===== src/tpvb_pkg.sv =====
package tpvb_pkg;

  localparam int CLOSE_W    = 32;
  localparam int Q_W        = 48;
  localparam int FEE_W      = 32;
  localparam int GAMMA_W    = 17;
  localparam int CFG_IDX_W  = 1;
  localparam int CFG_DATA_W = 32;

  localparam logic [CFG_IDX_W-1:0] REG_FEE   = 1'b0;
  localparam logic [CFG_IDX_W-1:0] REG_GAMMA = 1'b1;

  localparam logic [FEE_W-1:0]   FEE_RESET   = 32'd4294967;
  localparam logic [GAMMA_W-1:0] GAMMA_RESET = 17'd65536;

  // Quotient bits kept; larger ratios saturate.
  localparam int DIV_STEPS = 47;
  localparam int SAT_SHIFT = DIV_STEPS - CLOSE_W;
  localparam int DIV_CNT_W = $clog2(DIV_STEPS);

  typedef struct packed {
    logic [CLOSE_W-1:0] close_price;
    logic               series_start;
  } in_item_t;

  typedef struct packed {
    logic signed [Q_W-1:0] q_flat_hold;
    logic signed [Q_W-1:0] q_flat_buy;
    logic signed [Q_W-1:0] q_flat_sell;
    logic signed [Q_W-1:0] q_long_hold;
    logic signed [Q_W-1:0] q_long_buy;
    logic signed [Q_W-1:0] q_long_sell;
    logic signed [Q_W-1:0] best_flat;
    logic signed [Q_W-1:0] best_long;
  } out_item_t;

  typedef enum logic [2:0] {
    S_IDLE,
    S_DIV,
    S_MUL_FLAT,
    S_MUL_LONG,
    S_SUM,
    S_MAX
  } state_t;

  typedef struct packed {
    logic load_start;
    logic div_init;
    logic div_step;
    logic mul_en;
    logic mul_long;
    logic sum_en;
    logic commit;
  } cmd_t;

  typedef struct packed {
    logic div_last;
  } status_t;

endpackage


===== src/tpvb_ctrl.sv =====
module tpvb_ctrl (
  input  logic              clk,
  input  logic              rst_n,
  input  logic              in_valid,
  input  logic              in_start,
  output logic              in_stall,
  output logic              out_valid,
  input  logic              out_stall,
  output tpvb_pkg::cmd_t    cmd,
  input  tpvb_pkg::status_t status
);
  import tpvb_pkg::*;

  state_t state_r, state_nxt;
  logic   have_later_r, have_later_nxt;
  logic   out_valid_r, out_valid_nxt;

  always_ff @(posedge clk) begin
    if (!rst_n) begin
      state_r      <= S_IDLE;
      have_later_r <= 1'b0;
      out_valid_r  <= 1'b0;
    end else begin
      state_r      <= state_nxt;
      have_later_r <= have_later_nxt;
      out_valid_r  <= out_valid_nxt;
    end
  end

  always_comb begin
    state_nxt      = state_r;
    have_later_nxt = have_later_r;
    cmd            = '0;
    case (state_r)
      S_IDLE: begin
        if (in_valid) begin
          if (in_start || !have_later_r) begin
            cmd.load_start = 1'b1;
            have_later_nxt = 1'b1;
          end else begin
            cmd.div_init = 1'b1;
            state_nxt    = S_DIV;
          end
        end
      end
      S_DIV: begin
        cmd.div_step = 1'b1;
        if (status.div_last) begin
          state_nxt = S_MUL_FLAT;
        end
      end
      S_MUL_FLAT: begin
        cmd.mul_en = 1'b1;
        state_nxt  = S_MUL_LONG;
      end
      S_MUL_LONG: begin
        cmd.mul_en   = 1'b1;
        cmd.mul_long = 1'b1;
        state_nxt    = S_SUM;
      end
      S_SUM: begin
        cmd.sum_en = 1'b1;
        state_nxt  = S_MAX;
      end
      S_MAX: begin
        // wait for the output slot to free up
        if (!out_valid_r || !out_stall) begin
          cmd.commit = 1'b1;
          state_nxt  = S_IDLE;
        end
      end
      default: begin
        state_nxt = S_IDLE;
      end
    endcase

    if (cmd.commit) begin
      out_valid_nxt = 1'b1;
    end else if (out_valid_r && !out_stall) begin
      out_valid_nxt = 1'b0;
    end else begin
      out_valid_nxt = out_valid_r;
    end
  end

  assign in_stall  = (state_r != S_IDLE);
  assign out_valid = out_valid_r;

endmodule


===== config.mk =====
export PLATFORM = sky130hd
export DESIGN_NAME = tpvb_ctrl
export DESIGN_NICKNAME = d
export VERILOG_FILES = /design/src/tpvb_pkg.sv /design/src/tpvb_ctrl.sv
export SDC_FILE = /design/constraint.sdc
export NUM_CORES = 1
export LEC_CHECK = 0
export ABC_AREA = 0
export BUFFER_PORTS_ARGS = -buffer_cell sky130_fd_sc_hd__clkbuf_2
export CAP_MARGIN = 20
export CORE_AREA = 8 8 45 47
export CTS_BUF_LIST = sky130_fd_sc_hd__clkbuf_8
export DETAILED_ROUTE_END_ITERATION = 8
export DIE_AREA = 0 0 53 55
export SETUP_SLACK_MARGIN = 0.02
export SYNTH_ARGS = -nofsm -noshare
export SYNTH_HDL_FRONTEND = slang
export SYNTH_SLANG_ARGS = --single-unit

===== constraint.sdc =====
create_clock -name clk -period 1.5 [get_ports clk]
set_clock_uncertainty 0.15 [all_clocks]
set_input_delay 0.15 -clock clk [delete_from_list [all_inputs] [get_ports clk]]
set_output_delay 0.15 -clock clk [all_outputs]
set_load 0.02 [all_outputs]

## Word-level counts from Yosys, hierarchy flattened

Cells that the tools add are included.

| operators by class | value |
|---|---|
| bitwise operators | 0 |
| reductions and logical operators | 12 |
| shift-type cells | 0 |
| multipliers | 0 |
| equal/unequal tests | 9 |
| muxes and demuxes | 17 |
| div/mod/pow operators | 0 |
| $add $sub $neg | 0 |
| order comparisons | 0 |

Operators by type and width:

| operator | count |
|---|---|
| 3-bit one-hot mux with 6 select lines | 1 |
| 3-bit 2-to-1 mux | 4 |
| 1-bit 2-to-1 mux | 10 |
| 2-bit inequality test, second input constant | 4 |
| 3-bit by 2-bit == test with 1-bit output, second input constant | 2 |
| 3-bit == test, second input constant | 2 |
| 2-bit 2-to-1 mux | 2 |
| 4-bit AND reduction | 1 |
| 3-bit by 1-bit == test with 1-bit output, second input constant | 1 |
| 1-bit logical NOT | 3 |
| 3-bit logical NOT | 1 |
| 3-bit AND reduction | 1 |
| 3-bit nonzero test | 1 |
| 1-bit logical OR | 2 |
| 2-bit nonzero test | 1 |
| 2-bit OR reduction | 1 |
| 1-bit logical AND | 1 |

| storage, ports and cells | value |
|---|---|
| register bits after elaboration | 5 |
| word-level logic and storage cells | 41 |
| bits in latches | 0 |
| memory bits (read-only) | 0 |
| memory bits (writable) | 0 |
| memories kept | 0 |

## Logic depth before layout (Yosys ltp)

Gate-level depths: netlist of run 1.

| depth | value |
|---|---|
| word-level depth | 5 |
| gate-level depth with buffers | 5 |
| mapped depth without buffers | 3 |

## Worst setup path after synthesis of run 1

OpenSTA, ideal clock, no wires.

| timing path | value |
|---|---|
| path type | register to output |
| from | register state_r[0] |
| to | output cmd[5] (netlist name) |
| data arrival time | 1285 ps |
| path buffers | 1 |
| setup slack | -85 ps |
| stages on the path, launching flop included | 5 |
| cell sequence | dfxtp_1 > buf_2 > nor3_4 > nand2_1 > nor3b_1 |

RTL lines:

| what | RTL line | text |
|---|---|---|
| from (decl) | tpvb_ctrl.sv:14 | `state_t state_r, state_nxt;` |
| from (signal assigned) | tpvb_ctrl.sv:24 | `state_r <= state_nxt;` |
| to (decl) | tpvb_ctrl.sv:9 | `output tpvb_pkg::cmd_t cmd,` |

==> out/metrics.cfg, run 1 <==
[status]
run_status = completed

[grt]
track_usage_pct = 6.67
grt_pass1_vias = 311
grt_antenna_before_repair = 0
grt_max_degree = 9
gr-total-overflow = 0
grt_first_pass_wirelength_um = 1300

[finish]
n_antenna_cell = 0
fin_nets = 63
drive_gt1_share_pct = 58.9
areaGrowthSynthToFinish_pct = 69.3
stdcell_count = 72

[yosys]
synth_commonest_cells = 5 x dfxtp_1, 5 x nand2_1, 4 x a21oi_1
synth_largest_area_cell = dfxtp_1
yosysSeqAreaShare_pct = 33.2
synth_cell_type_count = 21
netlist_area_um2 = 302
synth-edff-count = 0
synth_ff_type = dfxtp_1
async_flop_share_pct = 0
synth_top_area_share_pct = 33.2
yosys_register_bits = 5
ys.warnings.count = 0
synth_area_leaders = dfxtp_1 33%, nor3b_1 7.5%, a21oi_1 6.6%
syn_nets = 43
synthCells = 37
syn_area_per_cell_um2 = 8.15

[cts]
path_clk_slew_ns = 0.04
cts_tree = done
clk_path_buf_depth = 2
cts_max_level = 1
cts_hold_buf = 0
worstSkewPairLatency_ns = 0.23
numCtsBuffers = 3
cts.sinks = 5
cts_root_buf = clkbuf_8

[timing]
fmax_mhz = 670
relSlewSlack_pct = 83.5
tightest_slew_ns = 0.246
min_period_ns = 1.49
fin_crit_sh_pct = 99.4
finalSetupTns_ns = 0
layout_setup_ws_ns = 0.00857
finalSetupViolations = 0
holdWs_ns = 0.0352
hold_viol = 0
rsz0062_at_grt = yes
drv_slew = 0

[drt]
vias = 322
dr.first_iter.drc_count = 0
drtPass1Iterations = 1
wirelength_um = 854
wl_per_cell_um = 11.9
via_per_inst = 4.47
drc_errors = 0
ant_nets = 0

[placed_design]
dp.cells = 65
dp_slack_ns = 0.116
gp_congestion = 0.767
port_buffers = 14

[worst_setup_path]
startpoint_type = flip-flop
arrival_ns = 1.19
end_kind = output pin
critPathKind = flip-flop to output pin
required_ns = 1.20
worstPathMaxFanout = 5

[power]
clkPwrFrac_pct = 48.8
power.leakage_nw = 0.242
p_sw_mw = 0.142
power_density_mw_per_mm2 = 1010
swShare_pct = 27.5
ir_drop_uv = 546
p_int_mw = 0.373
power_frac_comb_pct = 22.2
pwr-share-seq_pct = 29.0
total_power_mw = 0.515

[floorplanning]
core-area_mm2 = 0.00138
start_util_pct = 21.8
die_y_um = 55
num_rows = 14
die_w_um = 53
die_area_mm2 = 0.00292
ioPinCount = 15

[worst_hold_path]
min_path_type = primary input to flip-flop

[job]
cap_violations = 0

-- critical path: stages (launching register included) --
cell and delay [ns]:
dfxtp_4 0.36, nor3_4 0.21, nand2_2 0.09, nor3b_2 0.14, buf_4 0.16
-- layout make-up --
class / count / area [um2]
repair buffers: 18 / 129
multi-input cells: 27 / 200
clock buffers: 3 / 41.3
flip-flops and latches: 5 / 108
fillers: 144 / 873
inverters: 2 / 7.51
well taps: 16 / 20.0
clock inverters: 1 / 5.00
-- sequential cells by signal (all words and copies together), names as in the netlist --
name	count
have_later_r	1
out_valid	1
state_r	3
-- metal layers --
metal,GRT usage (%),up-vias,share of wire [%]
met3,4.81,5,12
met5,0,-,0
met4,7.76,0,3.7
met2,9.77,11,46
met1,5.47,141,38
li1,-,165,-
-- layout by cell type, fill, tap and decap left out, types with 3 or more instances in the layout --
cell      count
clkbuf_2      9
buf_4         7
a21oi_1       3
nand2_1       3
clkbuf_8      3
dfxtp_1       3
-- timing repair --
action                     4_1_cts  5_1_grt
pin swaps                        2        2
setup endpoints to repair        4        4
gates resized for setup          6       14
buffers inserted                 2        1
-- cell families after synthesis --
kind of cell	count (synthesis)	synth area share (%)
and+or+nand+nor	18	36.5
AOI/OAI and AO/OA	8	18.7
DFF	5	33.2
buffers and inverters	5	8.30
muxes	1	3.32
-- metrics by stage --
step / utilization, % / cell area (um2)
final: 36.9 / 510
after global placement: 28.1 / 389
after global routing: 36.9 / 510
after floorplan: - / 309
after CTS: 33.5 / 463
after detailed placement: 28.1 / 389
-- power by group through the flow --
stage	sequential [mW]	combinational (mW)	clock (mW)
6_report	0.149	0.114	0.251
5_1_grt	0.150	0.123	0.275
4_1_cts	0.149	0.108	0.257
3_5_place_dp	0.153	0.0960	0
3_3_place_gp	0.153	0.0957	0
2_1_floorplan	0.147	0.0713	0
-- path summary, 6_finish.rpt --
path                            slack (ns)  depth (start not counted)    endpoint         start
worst min register to register        0.37                          2  state_r[0]  have_later_r
worst max register to register        0.21                          4  state_r[0]    state_r[1]
worst max-delay path                 0.009                          4      cmd[5]    state_r[2]
worst min-delay path                  0.04                          2  state_r[2]         rst_n
(Power assumes the default switching activity.)
==> inputs of run 2 (changes only) <==
--- a/config.mk
+++ b/config.mk
@@ -9,10 +9,10 @@
 export BUFFER_PORTS_ARGS = -buffer_cell sky130_fd_sc_hd__clkbuf_2
 export CAP_MARGIN = 20
 export CORE_AREA = 8 8 45 47
-export CTS_BUF_LIST = sky130_fd_sc_hd__clkbuf_8
 export DETAILED_ROUTE_END_ITERATION = 8
 export DIE_AREA = 0 0 53 55
 export SETUP_SLACK_MARGIN = 0.02
+export SKIP_CTS_REPAIR_TIMING = 1
 export SYNTH_ARGS = -nofsm -noshare
 export SYNTH_HDL_FRONTEND = slang
 export SYNTH_SLANG_ARGS = --single-unit
==> run 2 against run 1 <==
Effect of this change: the flow now finishes with violations (negative setup slack); clock power is 39% lower; design area stayed put; die area stayed put; largest power group unchanged; cell count is 2.8% higher; largest cell class unchanged.
==> out/metrics.cfg, run 2 (same netlist as run 1, synthesis figures left out) <==
[power]
power_density_mw_per_mm2 = 849
power_frac_comb_pct = 30.3
clkPwrFrac_pct = 35.5
pwr-share-seq_pct = 34.1
power.leakage_nw = 0.241
swShare_pct = 29.8
ir_drop_uv = 465
p_sw_mw = 0.129
p_int_mw = 0.304

[cts]
cts_max_level = 1
cts.sinks = 5
cts_tree = done
cts_root_buf = clkbuf_4
worstSkewPairLatency_ns = 0.24
clk_path_buf_depth = 2
numCtsBuffers = 3
path_clk_slew_ns = 0.05

[floorplanning]
die_w_um = 53
core-area_mm2 = 0.00138
die_y_um = 55
start_util_pct = 21.8
ioPinCount = 15
die_area_mm2 = 0.00292
num_rows = 14

[finish]
final_cell_mix = 9 x buf_4, 8 x clkbuf_2
areaGrowthSynthToFinish_pct = 69.3
largest_reg_flops = 3
n_antenna_cell = 0
drive_gt1_share_pct = 63.8
seq_area_um2 = 109
fillers = 139
post-route-util_pct = 36.9
multiInputGateArea_um2 = 205
final_common_cell = buf_4
fin_nets = 65
regMostFlops = state_r

[timing]
rsz0062_at_grt = yes
tightest_slew_ns = 0.208
drv_slew = 0
layout_setup_ws_ns = -0.0752
fin_crit_sh_pct = 105
hold_viol = 0
finalSetupViolations = 2
relSlewSlack_pct = 86.0
min_period_ns = 1.58
fmax_mhz = 635

[worst_setup_path]
worstPathMaxFanout = 4
required_ns = 1.20
r2r-end = state_r[0]
end_kind = output pin
reg2reg_slack_ns = 0.11
arrival_ns = 1.28
reg2reg_from = state_r[1]
r2r_cells = 5
startpoint_type = flip-flop
critPathKind = flip-flop to output pin

[placed_design]
gp_congestion = 0.767
port_buffers = 14
dp_slack_ns = 0.116

[drt]
vias = 325
wirelength_um = 833
dr.first_iter.drc_count = 2
drtPass1Iterations = 3
drc_errors = 0
ant_nets = 0
wl_per_cell_um = 11.3
via_per_inst = 4.39

[grt]
track_usage_pct = 5.52
grt_first_pass_wirelength_um = 1150
grt_antenna_before_repair = 0
grt_max_degree = 10
gr-total-overflow = 0
grt_pass1_vias = 299

[worst_hold_path]
min_path_type = primary input to flip-flop
min-delay-start = rst_n
min_path_cells = 2
hold_end = state_r[2]

[status]
run_status = finished, violations left
violations = negative setup slack

[job]
cap_violations = 0

## run 2: final cells by class
type                            instances  share of cell area (%)
Inverter                                2                    1.47
Clock inverter                          1                   0.980
Tap cell                               16                    3.92
Sequential cell                         5                    21.3
Clock buffer                            3                    4.41
Multi-Input combinational cell         27                    40.2
Timing Repair Buffer                   20                    27.7
## run 2: metrics by stage
step	TNS (ns)	hold slack (ns)	std cells	power [mW]	cell area [um2]
finish	-0.118	0.0199	74	0.434	510
global route	-0.445	0.0205	74	0.469	510
CTS	-0.493	0.0201	69	0.408	417
detailed placement	0	0.282	65	0.249	389
global placement	0	0.285	65	0.249	389
floorplan	0	0.118	37	0.218	309
## run 2: worst max-delay path by stage
| stage | from | to | slack, ns | cells past startpoint |
|---|---|---|---|---|
| floorplan | state_r[0] | cmd[6] | 0.08 | 4 |
| global placement | state_r[2] | cmd[0] | 0.15 | 4 |
| detailed placement | state_r[1] | cmd[5] | 0.12 | 4 |
| CTS | state_r[1] | cmd[5] | -0.16 | 4 |
| global route | state_r[1] | cmd[5] | -0.15 | 4 |
| finish | state_r[1] | cmd[0] | -0.08 | 5 |
## run 2: power by group through the flow
stage,registers [mW],logic [mW],clock network [mW]
2_1_floorplan,0.147,0.0713,0
3_3_place_gp,0.153,0.0957,0
3_5_place_dp,0.153,0.0960,0
4_1_cts,0.151,0.0961,0.161
5_1_grt,0.149,0.142,0.178
6_report,0.148,0.131,0.154
## run 2: critical path, stage by stage, from the launching register on
cell,delay (ns)
dfxtp_4,0.35
buf_4,0.14
and2b_1,0.22
nand2_2,0.06
a21oi_2,0.12
buf_6,0.13
## run 2: per-layer routing
metal	track usage (%)	routed length, um
met5	0	0
met4	1.29	0
met1	4.71	305
met2	8.98	419
met3	5.61	108
